### src/hdl/hne_pkg.sv
// Shared constants, configuration codes and request types for the heightmap normal engine.
package hne_pkg;

    localparam int MAX_WIDTH_DEF = 1024;
    localparam int MAX_HEIGHT = 1024;
    localparam int QUEUE_DEPTH = 4;

    localparam logic [1:0] CFG_FRAME_WIDTH = 2'd0;
    localparam logic [1:0] CFG_FRAME_HEIGHT = 2'd1;
    localparam logic [1:0] CFG_HEIGHT_SCALE = 2'd2;
    localparam logic [1:0] CFG_HEIGHT_FLOOR = 2'd3;

    localparam logic [10:0] RST_FRAME_WIDTH = 11'd1024;
    localparam logic [10:0] RST_FRAME_HEIGHT = 11'd1024;
    localparam logic [7:0] RST_HEIGHT_SCALE = 8'd60;
    localparam logic [7:0] RST_HEIGHT_FLOOR = 8'd10;

    localparam logic [16:0] RECIP_255 = 17'd65793;
    localparam logic [14:0] ONE_Q14 = 15'd16384;
    localparam logic [31:0] Y_TERM_SQ = 32'd262144;

    typedef struct packed {
        logic [10:0] frame_width;
        logic [10:0] frame_height;
        logic [7:0]  height_scale;
        logic [7:0]  height_floor;
        logic        restart;
    } hne_cfg_t;

    typedef struct packed {
        logic [7:0] left;
        logic [7:0] right;
        logic [7:0] down;
        logic [7:0] up;
        logic [7:0] center;
        logic [9:0] col;
        logic [9:0] row;
        logic       done;
    } hne_req_t;

endpackage

### src/hdl/hne_queue.sv
// Short request queue between the front and back parts.
module hne_queue import hne_pkg::*; (
    input  logic     clk,
    input  logic     rst_n,
    input  logic     push,
    input  hne_req_t push_data,
    input  logic     pop,
    output hne_req_t head,
    output logic     full,
    output logic     empty
);

    localparam int QA = $clog2(QUEUE_DEPTH);

    hne_req_t mem_reg [QUEUE_DEPTH];
    logic [QA-1:0] wr_ptr_reg, wr_ptr_next;
    logic [QA-1:0] rd_ptr_reg, rd_ptr_next;
    logic [QA:0] count_reg, count_next;

    assign full = (count_reg == (QA + 1)'(QUEUE_DEPTH));
    assign empty = (count_reg == '0);
    assign head = mem_reg[rd_ptr_reg];

    always_comb
    begin
        wr_ptr_next = push ? wr_ptr_reg + QA'(1) : wr_ptr_reg;
        rd_ptr_next = pop ? rd_ptr_reg + QA'(1) : rd_ptr_reg;
        count_next = count_reg + (QA + 1)'(push) - (QA + 1)'(pop);
    end

    always_ff @(posedge clk)
    begin
        if (push)
        begin
            mem_reg[wr_ptr_reg] <= push_data;
        end
    end

    always_ff @(posedge clk or negedge rst_n)
    begin
        if (!rst_n)
        begin
            wr_ptr_reg <= '0;
            rd_ptr_reg <= '0;
            count_reg <= '0;
        end
        else
        begin
            wr_ptr_reg <= wr_ptr_next;
            rd_ptr_reg <= rd_ptr_next;
            count_reg <= count_next;
        end
    end

endmodule

### config.mk
export PLATFORM = sky130hd
export DESIGN_NAME = hne_queue
export DESIGN_NICKNAME = d
export VERILOG_FILES = /design/src/hdl/hne_pkg.sv /design/src/hdl/hne_queue.sv
export SDC_FILE = /design/constraint.sdc
export NUM_CORES = 1
export LEC_CHECK = 0
export ABC_CLOCK_PERIOD_IN_PS = 6900
export BUFFER_PORTS_ARGS = -buffer_cell sky130_fd_sc_hd__buf_2
export CORE_MARGIN = 2
export CORE_UTILIZATION = 61
export DETAILED_ROUTE_END_ITERATION = 10
export PLACE_DENSITY_LB_ADDON = 0.05
export SETUP_SLACK_MARGIN = 0.05
export SYNTH_ARGS = -nofsm -noshare
export SYNTH_HDL_FRONTEND = slang
export SYNTH_SLANG_ARGS = --single-unit
### constraint.sdc
create_clock -name clk -period 6.9 [get_ports clk]
set_clock_uncertainty 0.1 [all_clocks]
set_input_delay 0.69 -clock clk [delete_from_list [all_inputs] [get_ports clk]]
set_output_delay 0.69 -clock clk [all_outputs]
set_load 0.02 [all_outputs]
# After elaboration in Yosys (flattened, before gate mapping)
# Memories as Yosys holds them, arrays and structs flattened.
# Index checks and enable logic that the tools add are counted.
dict set report word_totals {
  ram_bits 244
  reg_bits 7
  out_inout_bits 63
  memories 1
}
dict set report classes {
  reduce_logical 1
  muxes 2
  eq_ne 1
  add_sub_neg 4
}
# memory words width read_ports rd_clocked_by_memory_dff wr line_no
set mem_list {}
lappend mem_list {mem_reg 4 61 1 0 1 hne_queue.sv:15} ;# hne_req_t mem_reg [QUEUE_DEPTH];
# operator count
set op_table {}
lappend op_table {{$add A2 B1 Y2 const B} 2}
lappend op_table {{$add A3 B1 Y3} 1}
lappend op_table {{$eq A3 B3 Y1 const B} 1}
lappend op_table {{$logic_not A3 Y1} 1}
lappend op_table {{$sub A3 B1 Y3} 1}
lappend op_table {{$mux W1} 2}

# Logic depth before layout (Yosys ltp)
dict set report logic_depth {
  word_depth 2
  ltp_mapped 6
}

# Worst setup path after synthesis
# OpenSTA, ideal clock, no wires.
dict set report synth_path {
  path_type {input to register}
  from {input port push}
  to {memory mem_reg[0][0] (netlist name) (enable)}
  path_buffers 0
  path_stages 1
  arrival_time_ps 2130
  slack_ps 4245
  t_required_ps 6375
  cell_sequence {and2_1}
}
dict set report synth_via {
  elab_chain_len 2
}
# element line_no
set synth_rtl {}
lappend synth_rtl {{start, declared} hne_queue.sv:5} ;# input logic push,
lappend synth_rtl {{$mux W1} hne_queue.sv:33} ;# if (push)
lappend synth_rtl {{$mux W1 (implied by the code)} hne_queue.sv:35} ;# mem_reg[wr_ptr_reg] <= push_data;
lappend synth_rtl {{end, declared} hne_queue.sv:15}
# Every way passes these cells.

==> impl_metrics.tcl <==
set metrics [dict create \
    final-hold-violation-count 0 \
    fin_area_sq_um 10870 \
    antenna_found_initial 1 \
    period_minus_slack_ns 3.619 \
    yosys_warnings 0 \
    die_x_microns 127.2 \
    slew_headroom_pct 37.02 \
    grt_pass1_wl_mm 23.20 \
    routed_wl_mm 14.97 \
    rsz0062_at_grt "no" \
    hp-class "in2reg" \
    largest_reg_flops 244 \
    path_clk_slew_ns 0.06 \
    place_ws_ns 3.721 \
    p_leak_nw 3.788 \
    vias 4063 \
    synth_seq_cells 251 \
    max_freq_mhz 276.3 \
    synth.top_cell.area_share_pct 79.09 \
    worst-r2r-cell-count 3 \
    yosys.area.top_type "edfxtp_1" \
    ys_seq_area_share_pct 80.98 \
    row_count 45 \
    ant_nets 0 \
    layout_common_cells "edfxtp_1 (244), buf_2 (127), mux4_2 (58)" \
    syn2layout_area_growth_pct 17.31 \
    remaining_drc_errors 0 \
    status "completed" \
    wire_per_inst_microns 21.32 \
    dieArea_sq_um 16190 \
    tns_ns 0 \
    diodes 0 \
    dp_hpwl_mm 8.312 \
    critPathLaunchType "flip-flop" \
    firstDrtPassIters 5 \
    clk_path_buf_depth 3 \
    cts_made_buffers 25 \
    synthTopCellsByArea "edfxtp_1 (79%), mux4_2 (14%), dfrtp_1 (1.9%)" \
    io_pins 128 \
    r2r_slack_ns 4.96 \
    htree_num_levels 1 \
    grt-ovfl-total 0 \
    path_class "reg2out" \
    nNetsFinal 568 \
    min_to "mem_reg[0][50]" \
    worst_slack_ns 3.281 \
    grt_start_max_net_pins 62 \
    netlist_area_sq_um 9264 \
    synthCells 353 \
    swShare_pct 29.81 \
    post_cts_resized 0 \
    synth.avg_cell_area_sq_um 26.24 \
    pwr-share-comb_pct 28.5 \
    vias_per_cell 5.788 \
    fin_util_pct 72.29 \
    grt_pass1_vias 4270 \
    drive_gt1_share_pct 45.33 \
    initial_utilization_pct 61.62 \
    die_h_microns 127.2 \
    p_int_w 0.003437 \
    coreArea_sq_um 15030 \
    tightest_slew_ns 0.9447 \
    finalSetupViolCount 0 \
    vdd.ir_drop.worst_mv 0.2945 \
    period_share_pct 52.45 \
    power.switching_w 0.001460 \
    root_buffer "clkbuf_16" \
    mostFrequentLayoutCell "edfxtp_1" \
    synth_cell_type_count 17 \
    max_cap_viol_count 0 \
    hp-start "push_data[50]" \
    synth_nets 425 \
    cts.sinks 251 \
    seq_power_share_pct 43.4 \
    clkPwrFrac_pct 28.1 \
    min_path_cells 1 \
    place_area_sq_um 9998 \
    drv_slew 0 \
    io_buffer_count 127 \
    tritoncts "built" \
    r2r_start "wr_ptr_reg[0]" \
    crit_path_end_kind "primary output" \
    crit_fanout 46 \
    insertion_delay_ns 0.50 \
    worst_r2r_endpoint "mem_reg[2][44]" \
    first_iter_violations 304 \
    cp.required_ns 6.11 \
    powerDensity_nw_per_um2 450.6 \
    grt.total_usage_pct 19.08 \
    fillers 903 \
    gp_congestion 0.6992 \
    worst_ep_arrival_time_ns 2.83 \
    holdWs_ns 0.3024 \
]
==> through the flow <==
step	instances	total power, W
after global placement	656	0.003564
after detailed placement	656	0.003592
after CTS	702	0.004970
after global routing	702	0.005119
final	702	0.004897
after floorplan	353	0.003220
==> power groups by stage <==
stage / sequential (W) / clock, W / combinational, W
3_3_place_gp: 0.00215 / 0 / 0.00142
5_1_grt: 0.00216 / 0.00146 / 0.00150
3_5_place_dp: 0.00216 / 0 / 0.00143
6_report: 0.00213 / 0.00138 / 0.00140
4_1_cts: 0.00213 / 0.00140 / 0.00143
2_1_floorplan: 0.00208 / 0 / 0.00114
==> per-layer routing <==
layer	global-route usage [%]	wire [microns]	vias to the layer above	part of all wire, %
met4	5.818	284	2	1.9
met3	4.271	1027	28	6.9
li1	-	-	1787	-
met5	0	17	-	0.11
met2	32.04	7732	137	52
met1	25.73	5903	2109	39
==> area by class of cell <==
cell class	count	area [sq um]	share of cell area, %
multi-input combinational	82	1583	14.56
tap	188	235.2	2.164
inverter	6	22.52	0.2072
clock inverter	14	171.4	1.577
sequential	251	7507	69.08
timing repair buffer	130	660.6	6.079
clock buffer	31	688.2	6.332
==> worst max-delay path by stage <==
stage	from	endpoint	slack (ns)	cells after the start
final	rd_ptr_reg[0]	head[60]	3.28	3
after detailed placement	rd_ptr_reg[0]	head[60]	3.72	3
after floorplan	push	mem_reg[0][0]	4.25	1
after global routing	rd_ptr_reg[0]	head[60]	3.06	3
after global placement	rd_ptr_reg[0]	head[60]	3.74	3
after CTS	rd_ptr_reg[0]	head[60]	3.18	3
==> synthesized netlist by cell type <==
| master | number |
|---|---|
| o21ai_0 | 1 |
| mux4_2 | 58 |
| buf_6 | 1 |
| buf_2 | 7 |
| and2_1 | 4 |
| xnor2_1 | 2 |
| ha_1 | 6 |
| nand2_1 | 2 |
| and3_1 | 1 |
| mux4_1 | 3 |
| edfxtp_1 | 244 |
| xor2_1 | 3 |
| dfrtp_1 | 7 |
| buf_12 | 6 |
| fa_1 | 1 |
| nor3_1 | 1 |
| inv_1 | 6 |
==> worst max-delay path: stages (launching register included) <==
cell,delay [ns]
dfrtp_4,0.65
buf_4,0.74
mux4_1,0.67
buf_2,0.18
==> kinds of logic (layout without fill, tap and decap cells) <==
kind of cell	Yosys count	after routing	synth area share, %
flip-flops	251	251	80.98
buffers and inverters	20	181	2.039
adder cells (fa/ha/maj)	7	7	1.026
AND/OR/NAND/NOR	8	8	0.4727
multiplexers	61	61	14.95
XOR/XNOR	5	5	0.4728
AO/OA/AOI/OAI	1	1	0.05397
==> timing repair <==
item	in CTS	in global routing
hold endpoints to repair	7	0
hold buffers	1	0
setup buffers	0	0
Note: power is estimated with default switching activity, not from simulation.
