--- src/hdl/hne_pkg.sv ---
// Shared constants, configuration codes and request types for the heightmap normal engine.
package hne_pkg;

    localparam int MAX_WIDTH_DEF = 1024;
    localparam int MAX_HEIGHT = 1024;
    localparam int QUEUE_DEPTH = 4;

    localparam logic [1:0] CFG_FRAME_WIDTH = 2'd0;
    localparam logic [1:0] CFG_FRAME_HEIGHT = 2'd1;
    localparam logic [1:0] CFG_HEIGHT_SCALE = 2'd2;
    localparam logic [1:0] CFG_HEIGHT_FLOOR = 2'd3;

    localparam logic [10:0] RST_FRAME_WIDTH = 11'd1024;
    localparam logic [10:0] RST_FRAME_HEIGHT = 11'd1024;
    localparam logic [7:0] RST_HEIGHT_SCALE = 8'd60;
    localparam logic [7:0] RST_HEIGHT_FLOOR = 8'd10;

    localparam logic [16:0] RECIP_255 = 17'd65793;
    localparam logic [14:0] ONE_Q14 = 15'd16384;
    localparam logic [31:0] Y_TERM_SQ = 32'd262144;

    typedef struct packed {
        logic [10:0] frame_width;
        logic [10:0] frame_height;
        logic [7:0]  height_scale;
        logic [7:0]  height_floor;
        logic        restart;
    } hne_cfg_t;

    typedef struct packed {
        logic [7:0] left;
        logic [7:0] right;
        logic [7:0] down;
        logic [7:0] up;
        logic [7:0] center;
        logic [9:0] col;
        logic [9:0] row;
        logic       done;
    } hne_req_t;

endpackage

--- src/hdl/hne_back.sv ---
// Back part: height mapping, squared lengths and an iterative normalizer for each request.
module hne_back import hne_pkg::*; (
    input  logic               clk,
    input  logic               rst_n,
    input  hne_cfg_t           cfg,
    input  logic               empty,
    input  hne_req_t           head,
    output logic               pop,
    output logic               result_valid,
    input  logic               result_stall,
    output logic signed [15:0] normal_x,
    output logic [14:0]        normal_y,
    output logic signed [15:0] normal_z,
    output logic [15:0]        terrain_height,
    output logic [9:0]         column,
    output logic [9:0]         row,
    output logic               frame_done
);

    typedef enum logic [3:0] {
        B_IDLE, B_H1, B_H2, B_H3, B_SQ1, B_SQ2, B_SQ3, B_SUM,
        B_SETUP, B_CHK, B_T2, B_PLO, B_PHI, B_CMP, B_DONE
    } bstate_t;

    bstate_t state_reg, state_next;
    hne_req_t req_reg, req_next;
    logic [2:0] hidx_reg, hidx_next;
    logic [15:0] v_reg, v_next;
    logic [23:0] n_reg, n_next;
    logic [40:0] m_reg, m_next;
    logic [15:0] h_reg [5];
    logic [15:0] h_next [5];
    logic [15:0] mdx_reg, mdx_next;
    logic [15:0] mdz_reg, mdz_next;
    logic sx_reg, sx_next;
    logic sz_reg, sz_next;
    logic [31:0] dx2_reg, dx2_next;
    logic [31:0] dz2_reg, dz2_next;
    logic [33:0] s_reg, s_next;
    logic [1:0] comp_reg, comp_next;
    logic [61:0] rhs_reg, rhs_next;
    logic [14:0] lo_reg, lo_next;
    logic [14:0] hi_reg, hi_next;
    logic [14:0] mid_reg, mid_next;
    logic [29:0] t2_reg, t2_next;
    logic [46:0] plo_reg, plo_next;
    logic [46:0] phi_reg, phi_next;
    logic [14:0] qx_reg, qx_next;
    logic [14:0] qy_reg, qy_next;
    logic [14:0] qz_reg, qz_next;
    logic valid_reg, valid_next;
    logic signed [15:0] nx_reg, nx_next;
    logic [14:0] ny_reg, ny_next;
    logic signed [15:0] nz_reg, nz_next;
    logic [15:0] th_reg, th_next;
    logic [9:0] col_reg, col_next;
    logic [9:0] row_reg, row_next;
    logic done_reg, done_next;

    logic [7:0] cur_byte;
    logic [16:0] q0;
    logic [24:0] mul255;
    logic [24:0] rem;
    logic [16:0] hq;
    logic [16:0] hf;
    logic [16:0] dx;
    logic [16:0] dz;
    logic [31:0] mag2;
    logic [15:0] t;
    logic [63:0] prod;
    logic [15:0] mid_sum;

    always_comb
    begin
        case (hidx_reg)
            3'd0: cur_byte = req_reg.left;
            3'd1: cur_byte = req_reg.right;
            3'd2: cur_byte = req_reg.down;
            3'd3: cur_byte = req_reg.up;
            default: cur_byte = req_reg.center;
        endcase
    end

    assign q0 = m_reg[40:24];
    assign mul255 = {q0, 8'd0} - {8'd0, q0};
    assign rem = {1'b0, n_reg} - mul255;
    assign hq = (rem >= 25'd255) ? q0 + 17'd1 : q0;
    assign hf = (hq < {1'b0, cfg.height_floor, 8'd0}) ? {1'b0, cfg.height_floor, 8'd0} : hq;
    assign dx = {1'b0, h_reg[0]} - {1'b0, h_reg[1]};
    assign dz = {1'b0, h_reg[2]} - {1'b0, h_reg[3]};
    assign t = {mid_reg, 1'b0} - 16'd1;
    assign prod = {phi_reg, 17'd0} + {17'd0, plo_reg};
    assign mid_sum = ({1'b0, lo_reg} + {1'b0, hi_reg} + 16'd1) >> 1;

    always_comb
    begin
        case (comp_reg)
            2'd0: mag2 = dx2_reg;
            2'd1: mag2 = Y_TERM_SQ;
            default: mag2 = dz2_reg;
        endcase
    end

    assign pop = (state_reg == B_IDLE) && !empty;

    always_comb
    begin
        state_next = state_reg;
        req_next = req_reg;
        hidx_next = hidx_reg;
        v_next = v_reg;
        n_next = n_reg;
        m_next = m_reg;
        h_next = h_reg;
        mdx_next = mdx_reg;
        mdz_next = mdz_reg;
        sx_next = sx_reg;
        sz_next = sz_reg;
        dx2_next = dx2_reg;
        dz2_next = dz2_reg;
        s_next = s_reg;
        comp_next = comp_reg;
        rhs_next = rhs_reg;
        lo_next = lo_reg;
        hi_next = hi_reg;
        mid_next = mid_reg;
        t2_next = t2_reg;
        plo_next = plo_reg;
        phi_next = phi_reg;
        qx_next = qx_reg;
        qy_next = qy_reg;
        qz_next = qz_reg;
        valid_next = valid_reg;
        nx_next = nx_reg;
        ny_next = ny_reg;
        nz_next = nz_reg;
        th_next = th_reg;
        col_next = col_reg;
        row_next = row_reg;
        done_next = done_reg;
        if (valid_reg && !result_stall)
        begin
            valid_next = 1'b0;
        end
        case (state_reg)
            B_IDLE:
            begin
                if (!empty)
                begin
                    req_next = head;
                    hidx_next = 3'd0;
                    state_next = B_H1;
                end
            end
            B_H1:
            begin
                v_next = {8'd0, cur_byte} * {8'd0, cfg.height_scale};
                state_next = B_H2;
            end
            B_H2:
            begin
                n_next = {v_reg, 8'h7F};
                m_next = {17'd0, v_reg, 8'h7F} * {24'd0, RECIP_255};
                state_next = B_H3;
            end
            B_H3:
            begin
                h_next[hidx_reg] = hf[16] ? 16'hFFFF : hf[15:0];
                if (hidx_reg == 3'd4)
                begin
                    state_next = B_SQ1;
                end
                else
                begin
                    hidx_next = hidx_reg + 3'd1;
                    state_next = B_H1;
                end
            end
            B_SQ1:
            begin
                sx_next = dx[16];
                sz_next = dz[16];
                mdx_next = dx[16] ? 16'(17'd0 - dx) : dx[15:0];
                mdz_next = dz[16] ? 16'(17'd0 - dz) : dz[15:0];
                state_next = B_SQ2;
            end
            B_SQ2:
            begin
                dx2_next = mdx_reg * mdx_reg;
                state_next = B_SQ3;
            end
            B_SQ3:
            begin
                dz2_next = mdz_reg * mdz_reg;
                state_next = B_SUM;
            end
            B_SUM:
            begin
                s_next = {2'd0, dx2_reg} + {2'd0, dz2_reg} + {2'd0, Y_TERM_SQ};
                comp_next = 2'd0;
                state_next = B_SETUP;
            end
            B_SETUP:
            begin
                rhs_next = {mag2, 30'd0};
                lo_next = 15'd0;
                hi_next = ONE_Q14;
                state_next = B_CHK;
            end
            B_CHK:
            begin
                if (lo_reg == hi_reg)
                begin
                    case (comp_reg)
                        2'd0: qx_next = lo_reg;
                        2'd1: qy_next = lo_reg;
                        default: qz_next = lo_reg;
                    endcase
                    if (comp_reg == 2'd2)
                    begin
                        state_next = B_DONE;
                    end
                    else
                    begin
                        comp_next = comp_reg + 2'd1;
                        state_next = B_SETUP;
                    end
                end
                else
                begin
                    mid_next = mid_sum[14:0];
                    state_next = B_T2;
                end
            end
            B_T2:
            begin
                t2_next = 30'(t * t);
                state_next = B_PLO;
            end
            B_PLO:
            begin
                plo_next = {17'd0, t2_reg} * {30'd0, s_reg[16:0]};
                state_next = B_PHI;
            end
            B_PHI:
            begin
                phi_next = {17'd0, t2_reg} * {30'd0, s_reg[33:17]};
                state_next = B_CMP;
            end
            B_CMP:
            begin
                if (prod <= {2'd0, rhs_reg})
                begin
                    lo_next = mid_reg;
                end
                else
                begin
                    hi_next = mid_reg - 15'd1;
                end
                state_next = B_CHK;
            end
            B_DONE:
            begin
                if (!valid_reg || !result_stall)
                begin
                    valid_next = 1'b1;
                    nx_next = sx_reg ? 16'd0 - {1'b0, qx_reg} : {1'b0, qx_reg};
                    ny_next = qy_reg;
                    nz_next = sz_reg ? 16'd0 - {1'b0, qz_reg} : {1'b0, qz_reg};
                    th_next = h_reg[4];
                    col_next = req_reg.col;
                    row_next = req_reg.row;
                    done_next = req_reg.done;
                    state_next = B_IDLE;
                end
            end
            default:
            begin
                state_next = B_IDLE;
            end
        endcase
    end

    always_ff @(posedge clk or negedge rst_n)
    begin
        if (!rst_n)
        begin
            state_reg <= B_IDLE;
            valid_reg <= 1'b0;
        end
        else
        begin
            state_reg <= state_next;
            valid_reg <= valid_next;
        end
    end

    always_ff @(posedge clk)
    begin
        req_reg <= req_next;
        hidx_reg <= hidx_next;
        v_reg <= v_next;
        n_reg <= n_next;
        m_reg <= m_next;
        h_reg <= h_next;
        mdx_reg <= mdx_next;
        mdz_reg <= mdz_next;
        sx_reg <= sx_next;
        sz_reg <= sz_next;
        dx2_reg <= dx2_next;
        dz2_reg <= dz2_next;
        s_reg <= s_next;
        comp_reg <= comp_next;
        rhs_reg <= rhs_next;
        lo_reg <= lo_next;
        hi_reg <= hi_next;
        mid_reg <= mid_next;
        t2_reg <= t2_next;
        plo_reg <= plo_next;
        phi_reg <= phi_next;
        qx_reg <= qx_next;
        qy_reg <= qy_next;
        qz_reg <= qz_next;
        nx_reg <= nx_next;
        ny_reg <= ny_next;
        nz_reg <= nz_next;
        th_reg <= th_next;
        col_reg <= col_next;
        row_reg <= row_next;
        done_reg <= done_next;
    end

    assign result_valid = valid_reg;
    assign normal_x = nx_reg;
    assign normal_y = ny_reg;
    assign normal_z = nz_reg;
    assign terrain_height = th_reg;
    assign column = col_reg;
    assign row = row_reg;
    assign frame_done = done_reg;

endmodule

--- config.mk ---
export PLATFORM = sky130hd
export DESIGN_NAME = hne_back
export DESIGN_NICKNAME = d
export VERILOG_FILES = /design/src/hdl/hne_pkg.sv /design/src/hdl/hne_back.sv
export SDC_FILE = /design/constraint.sdc
export NUM_CORES = 2
export LEC_CHECK = 0
export ABC_AREA = 1
export ABC_CLOCK_PERIOD_IN_PS = 13400
export BUFFER_PORTS_ARGS = -buffer_cell sky130_fd_sc_hd__clkbuf_2
export CAP_MARGIN = 30
export CORE_ASPECT_RATIO = 0.75
export CORE_MARGIN = 2
export CORE_UTILIZATION = 46
export CTS_CLUSTER_SIZE = 16
export DETAILED_ROUTE_END_ITERATION = 6
export PLACE_DENSITY = 0.7
export SLEW_MARGIN = 20
export SYNTH_ARGS = -nofsm -noshare
export SYNTH_HDL_FRONTEND = slang
export SYNTH_SLANG_ARGS = --single-unit
--- constraint.sdc ---
create_clock -name clk -period 13.4 [get_ports clk]
set_input_delay 2.01 -clock clk [delete_from_list [all_inputs] [get_ports clk]]
set_output_delay 2.01 -clock clk [all_outputs]
set_load 0.02 [all_outputs]
-- Word level (Yosys, flattened, before mapping)
Index checks and enable logic that the tools add are counted.
- register bits: 686
- bits of input ports: 104
- output and inout bits: 86
- $add $sub $neg: 18
- multipliers: 7
- $lt $le $gt $ge: 5
- eq/ne operators: 28
- mux-type cells: 31
- bitwise operators: 4
- reduce and logical (&&, ||, !) cells: 26
- operators with widths (kind ; number):
    30-bit by 17-bit multiplier with 47-bit output ; 2
    80-bit bitwise mux ; 1
    64-bit by 47-bit adder with 64-bit output ; 1
    64-bit by 62-bit <= comparator with 1-bit output ; 1
    16-bit by 16-bit multiplier with 32-bit output ; 2
    16-bit 2-to-1 mux ; 4
    32-bit one-hot mux with 2 select lines ; 1
    15-bit 2-to-1 mux ; 4
    15-bit one-hot mux with 2 select lines ; 2
    4-bit one-hot mux with 14 select lines ; 1
    16-bit demux with 3-bit select ; 1
    24-bit by 17-bit multiplier with 41-bit output (second input constant) ; 1
    33-bit by 19-bit adder with 34-bit output (second input constant) ; 1
    17-bit 2-to-1 mux ; 2
    16-bit by 16-bit subtractor with 17-bit output ; 2
    32-bit by 32-bit adder with 33-bit output ; 1
    8-bit one-hot mux with 4 select lines ; 1
    1-bit by 15-bit subtractor with 16-bit output (first input constant) ; 2
    1-bit by 16-bit subtractor with 16-bit output (first input constant) ; 2
    16-bit by 16-bit multiplier with 30-bit output ; 1
    4-bit == test (second input constant) ; 7
    25-bit by 8-bit greater-or-equal comparator with 1-bit output (second input constant) ; 1
    24-bit by 25-bit subtractor with 25-bit output ; 1
    25-bit by 17-bit subtractor with 25-bit output ; 1
    39 further kinds ; 76

-- Longest topological paths before layout
- word-level depth: 8
- mapped depth: 35

-- Worst setup path after synthesis
No wires, ideal clock.
- path type: input to output
- start point: input port empty
- end point: output port pop
- arrival: 6670 ps
- setup slack: 4720 ps
- cell stages on the path: 1
- buffers on the path: 0
- path through: nor3_1
- longest elaborated chain between the ends: 2
- RTL lines (item ; line ; source):
    start, declared ; hne_back.sv:6 ; input logic empty,
    1-bit logical NOT ; n/a ;
    1-bit logical AND ; hne_back.sv:104 ; assign pop = (state_reg == B_IDLE) && !empty;
    end, declared ; hne_back.sv:8 ; output logic pop,
No other way between the ends.

-- Worst setup path in the final report
- start point: register mid_reg[0]
- end point: register t2_reg[27] (data pin)
- longest elaborated chain between the ends: 2
- RTL lines (item ; line ; source):
    start, declared ; hne_back.sv:44 ; logic [14:0] mid_reg, mid_next;
    start signal, assigned ; hne_back.sv:317 ; mid_reg <= mid_next;
    16-bit by 1-bit subtractor with 16-bit output ; hne_back.sv:91 ; assign t = {mid_reg, 1'b0} - 16'd1;
    via t[1] ; hne_back.sv:69 ; logic [15:0] t;
    16-bit by 16-bit multiplier with 30-bit output ; hne_back.sv:237 ; t2_next = 30'(t * t);
    end signal, assigned ; hne_back.sv:318 ; t2_reg <= t2_next;
    end, declared ; hne_back.sv:45 ; logic [29:0] t2_reg, t2_next;
The timed path passes the listed nets, and every way through them passes these cells.
A chain may end at the register's enable or synchronous reset.

==> load_flow_metrics.sql <==
INSERT INTO impl_metrics (metric_group, metric, value, unit) VALUES
('clocking', 'cts.path.max_buffers', '3', ''),
('floorplan', 'dieHeight', '384.2', 'µm'),
('floorplan', 'fp.dieW', '511.0', 'µm'),
('routing', 'drc_errors', '1', ''),
('clocking', 'cts_setup_buffers', '0', ''),
('routing', 'route.detailed.wl_per_inst', '17.78', 'µm'),
('layout', 'largest_register_ff_count', '80', ''),
('layout', 'share_of_layout_cells_above_drive_strength_1', '4.503', '%'),
('sta', 'finalWorstPathRequiredPeriod', '9.285', 'ns'),
('placed_design', 'buffer_ports.inserted', '166', ''),
('worst_setup_path', 'worst_r2r_path_depth', '30', ''),
('layout', 'layout_common_cells', 'sky130_fd_sc_hd__inv_1 (2602), sky130_fd_sc_hd__nand2_1 (2146), sky130_fd_sc_hd__fa_1 (1351)', ''),
('global_route', 'number_of_global_route_vias_before_repair', '69050', ''),
('sta', 'timing_worst_slew_pin_value', '0.9649', 'ns'),
('worst_setup_path', 'worst_path_most_repeated_cell', 'sky130_fd_sc_hd__nand2_1', ''),
('floorplan', 'top_level_ports', '190', ''),
('synthesis', 'post_synth.cell_area_avg', '8.852', 'µm²'),
('synthesis', 'post_synth_inst_count', '10020', ''),
('worst_setup_path', 'timing.critical_path.arrival', '9.72', 'ns'),
('clocking', 'cts_num_sinks', '657', ''),
('worst_setup_path', 'worstReg2RegEnd', 't2_reg[27]', ''),
('hold_path', 'min_delay_path_depth', '0', ''),
('routing', 'vias', '65610', ''),
('routing', 'finalWirelength', '224.8', 'mm'),
('placed_design', 'place_hpwl', '176.9', 'mm'),
('floorplan', 'fp.coreArea', '191500', 'µm²'),
('clocking', 'cts-buffers-inserted', '67', ''),
('placed_design', 'dp_worst_setup_slack', '4.334', 'ns'),
('layout', 'layout.cells.most_common', 'sky130_fd_sc_hd__inv_1', ''),
('clocking', 'tritoncts_clock_tree', 'yes', ''),
('global_route', 'grt_overflow_total', '0', ''),
('clocking', 'clk_slew_on_worst_s_h_paths', '0.07', 'ns'),
('worst_setup_path', 'regToRegSetupSlack', '4.11', 'ns'),
('run_status', 'outcome', 'finished, violations left', ''),
('floorplan', 'number_of_standard_cell_rows_in_the_floorplan', '139', ''),
('global_route', 'grt_start_max_net_pins', '63', ''),
('layout', 'post-route-cell-area', '94770', 'µm²'),
('floorplan', 'die-area', '196300', 'µm²'),
('worst_setup_path', 'crit-reg2reg-launch', 'mid_reg[0]', ''),
('sta', 'final-setup-viol-count', '0', ''),
('clocking', 'cts-hold-fix-buffers', '0', ''),
('global_route', 'grt_antenna_before_repair', '4', ''),
('worst_setup_path', 'timing.critical_path.from_type', 'flop', ''),
('clocking', 'post_cts.resized_instances', '0', ''),
('hold_path', 'hp-start', 'qy_reg[10]', ''),
('clocking', 'skew_pair_late_insertion_delay', '0.69', 'ns'),
('layout', 'final.fill_count', '17500', ''),
('clocking', 'cts.root.buffer_cell', 'sky130_fd_sc_hd__clkbuf_16', ''),
('hold_path', 'hold_end', 'normal_y[10]', ''),
('routing', 'count_of_routing_violations_after_the_opening_detailed_route_iteration', '5381', ''),
('run_status', 'failing_checks', 'DRC', ''),
('placed_design', 'placement.cell_area', '92480', 'µm²'),
('floorplan', 'floorplan.initialDensity', '46.31', '%'),
('global_route', 'grt_util_all_layers', '23.46', '%'),
('sta', 'final-hold-violation-count', '0', ''),
('sta', 'finalWorstSetupSlack', '4.115', 'ns'),
('sta', 'grt_setup_unrepaired', 'no', ''),
('clocking', 'htree_num_levels', '3', ''),
('worst_setup_path', 'critical_path_required', '13.83', 'ns'),
('layout', 'final-instance-count-excl-fill', '12640', ''),
('synthesis', 'synthFlopType', 'sky130_fd_sc_hd__edfxtp_1', ''),
('placed_design', 'placed_instance_count', '12520', ''),
('synthesis', 'syn-cell-area', '88680', 'µm²'),
('synthesis', 'synth_enable_flop_cells', '652', ''),
('worst_setup_path', 'crit_slowest_cell', 'sky130_fd_sc_hd__edfxtp_1', ''),
('sta', 'max_freq', '107.7', 'MHz'),
('synthesis', 'synth.ff_latch_count', '657', ''),
('synthesis', 'post_synth_num_cell_types', '59', ''),
('routing', 'first_pass_iters', '7', ''),
('routing', 'via_per_inst', '5.189', ''),
('hold_path', 'holdCritPathClass', 'flop to flop', '');
## cell usage after synthesis (15+ instances only)
cell type,n,area [µm²]
sky130_fd_sc_hd__inv_1,2602,9767
sky130_fd_sc_hd__nand2_1,2146,8055
sky130_fd_sc_hd__fa_1,1351,27050
sky130_fd_sc_hd__ha_1,872,10910
sky130_fd_sc_hd__edfxtp_1,652,19580
sky130_fd_sc_hd__nor2_1,466,1749
sky130_fd_sc_hd__a21oi_1,413,2067
sky130_fd_sc_hd__xor2_1,274,2400
sky130_fd_sc_hd__clkbuf_1,252,945.9
sky130_fd_sc_hd__nand3_1,210,1051
sky130_fd_sc_hd__o21ai_0,172,860.8
sky130_fd_sc_hd__xnor2_1,118,1033
sky130_fd_sc_hd__nor3_1,67,335.3
sky130_fd_sc_hd__buf_1,58,217.7
sky130_fd_sc_hd__nand4_1,55,344.1
sky130_fd_sc_hd__a31oi_1,36,225.2
sky130_fd_sc_hd__o21bai_1,33,247.7
sky130_fd_sc_hd__o21a_1,29,217.7
sky130_fd_sc_hd__nor4_1,26,162.7
sky130_fd_sc_hd__o211ai_1,15,112.6
## critical path: cells and delay by family (launching register included)
family          cells  cell delay, ns
compound gates      7            1.50
simple gates        8            1.45
flops               1            0.84
fa+ha+maj           8            3.58
buf+inv             6            1.47
xor+xnor            1            0.16
## how the worst max path moves through the flow
stage / start / endpoint / slack, ns / depth (start not counted)
2_1_floorplan: empty / pop / 4.72 / 1
3_3_place_gp: mid_reg[0] / t2_reg[27] / 4.30 / 30
3_5_place_dp: mid_reg[0] / t2_reg[27] / 4.33 / 30
4_1_cts: mid_reg[0] / t2_reg[27] / 4.29 / 30
5_1_grt: mid_reg[0] / t2_reg[27] / 3.65 / 30
6_report: mid_reg[0] / t2_reg[27] / 4.11 / 30
## routing by layer
metal / vias to the layer above / GRT usage (%) / part of all wire (%)
met4: 0 / 5.561 / 2.1
met5: - / 0.07210 / 0
met2: 2476 / 37.29 / 45
li1: 30300 / - / -
met3: 343 / 3.939 / 8.2
met1: 32490 / 33.55 / 45
## through the flow
| step | hold slack, ns | util (%) |
|---|---|---|
| final | 0.4082 | 49.49 |
| after global routing | 0.4183 | 49.49 |
| after CTS | 0.4058 | 49.48 |
| after detailed placement | 0.4045 | 48.29 |
| after global placement | 0.4005 | 48.23 |
| after floorplan | 0.4003 | - |
## logic make-up after synthesis
| group | count (synthesis) | share of synthesized area, % |
|---|---|---|
| compound gates | 790 | 5.037 |
| xor+xnor | 392 | 3.872 |
| fa+ha+maj | 2223 | 42.80 |
| buf+inv | 2935 | 12.43 |
| flops | 657 | 22.22 |
| other cells | 1 | 0.004229 |
| simple gates | 3020 | 13.63 |
## final cells by class
type                    instances  area (µm²)  area share [%]
diodes                          1       2.502        0.002640
clock inverters                44       513.0          0.5413
inverters                    2623        9846           10.39
well taps                    2538        3176           3.351
clock buffers                  78        1760           1.858
multi-input cells            6426       58040           61.24
repair buffers                276        1732           1.827
flip-flops and latches        657       19700           20.79
Power is not shown: default switching activity piles up to over one toggle a cycle in this logic, so the estimate is an artifact.
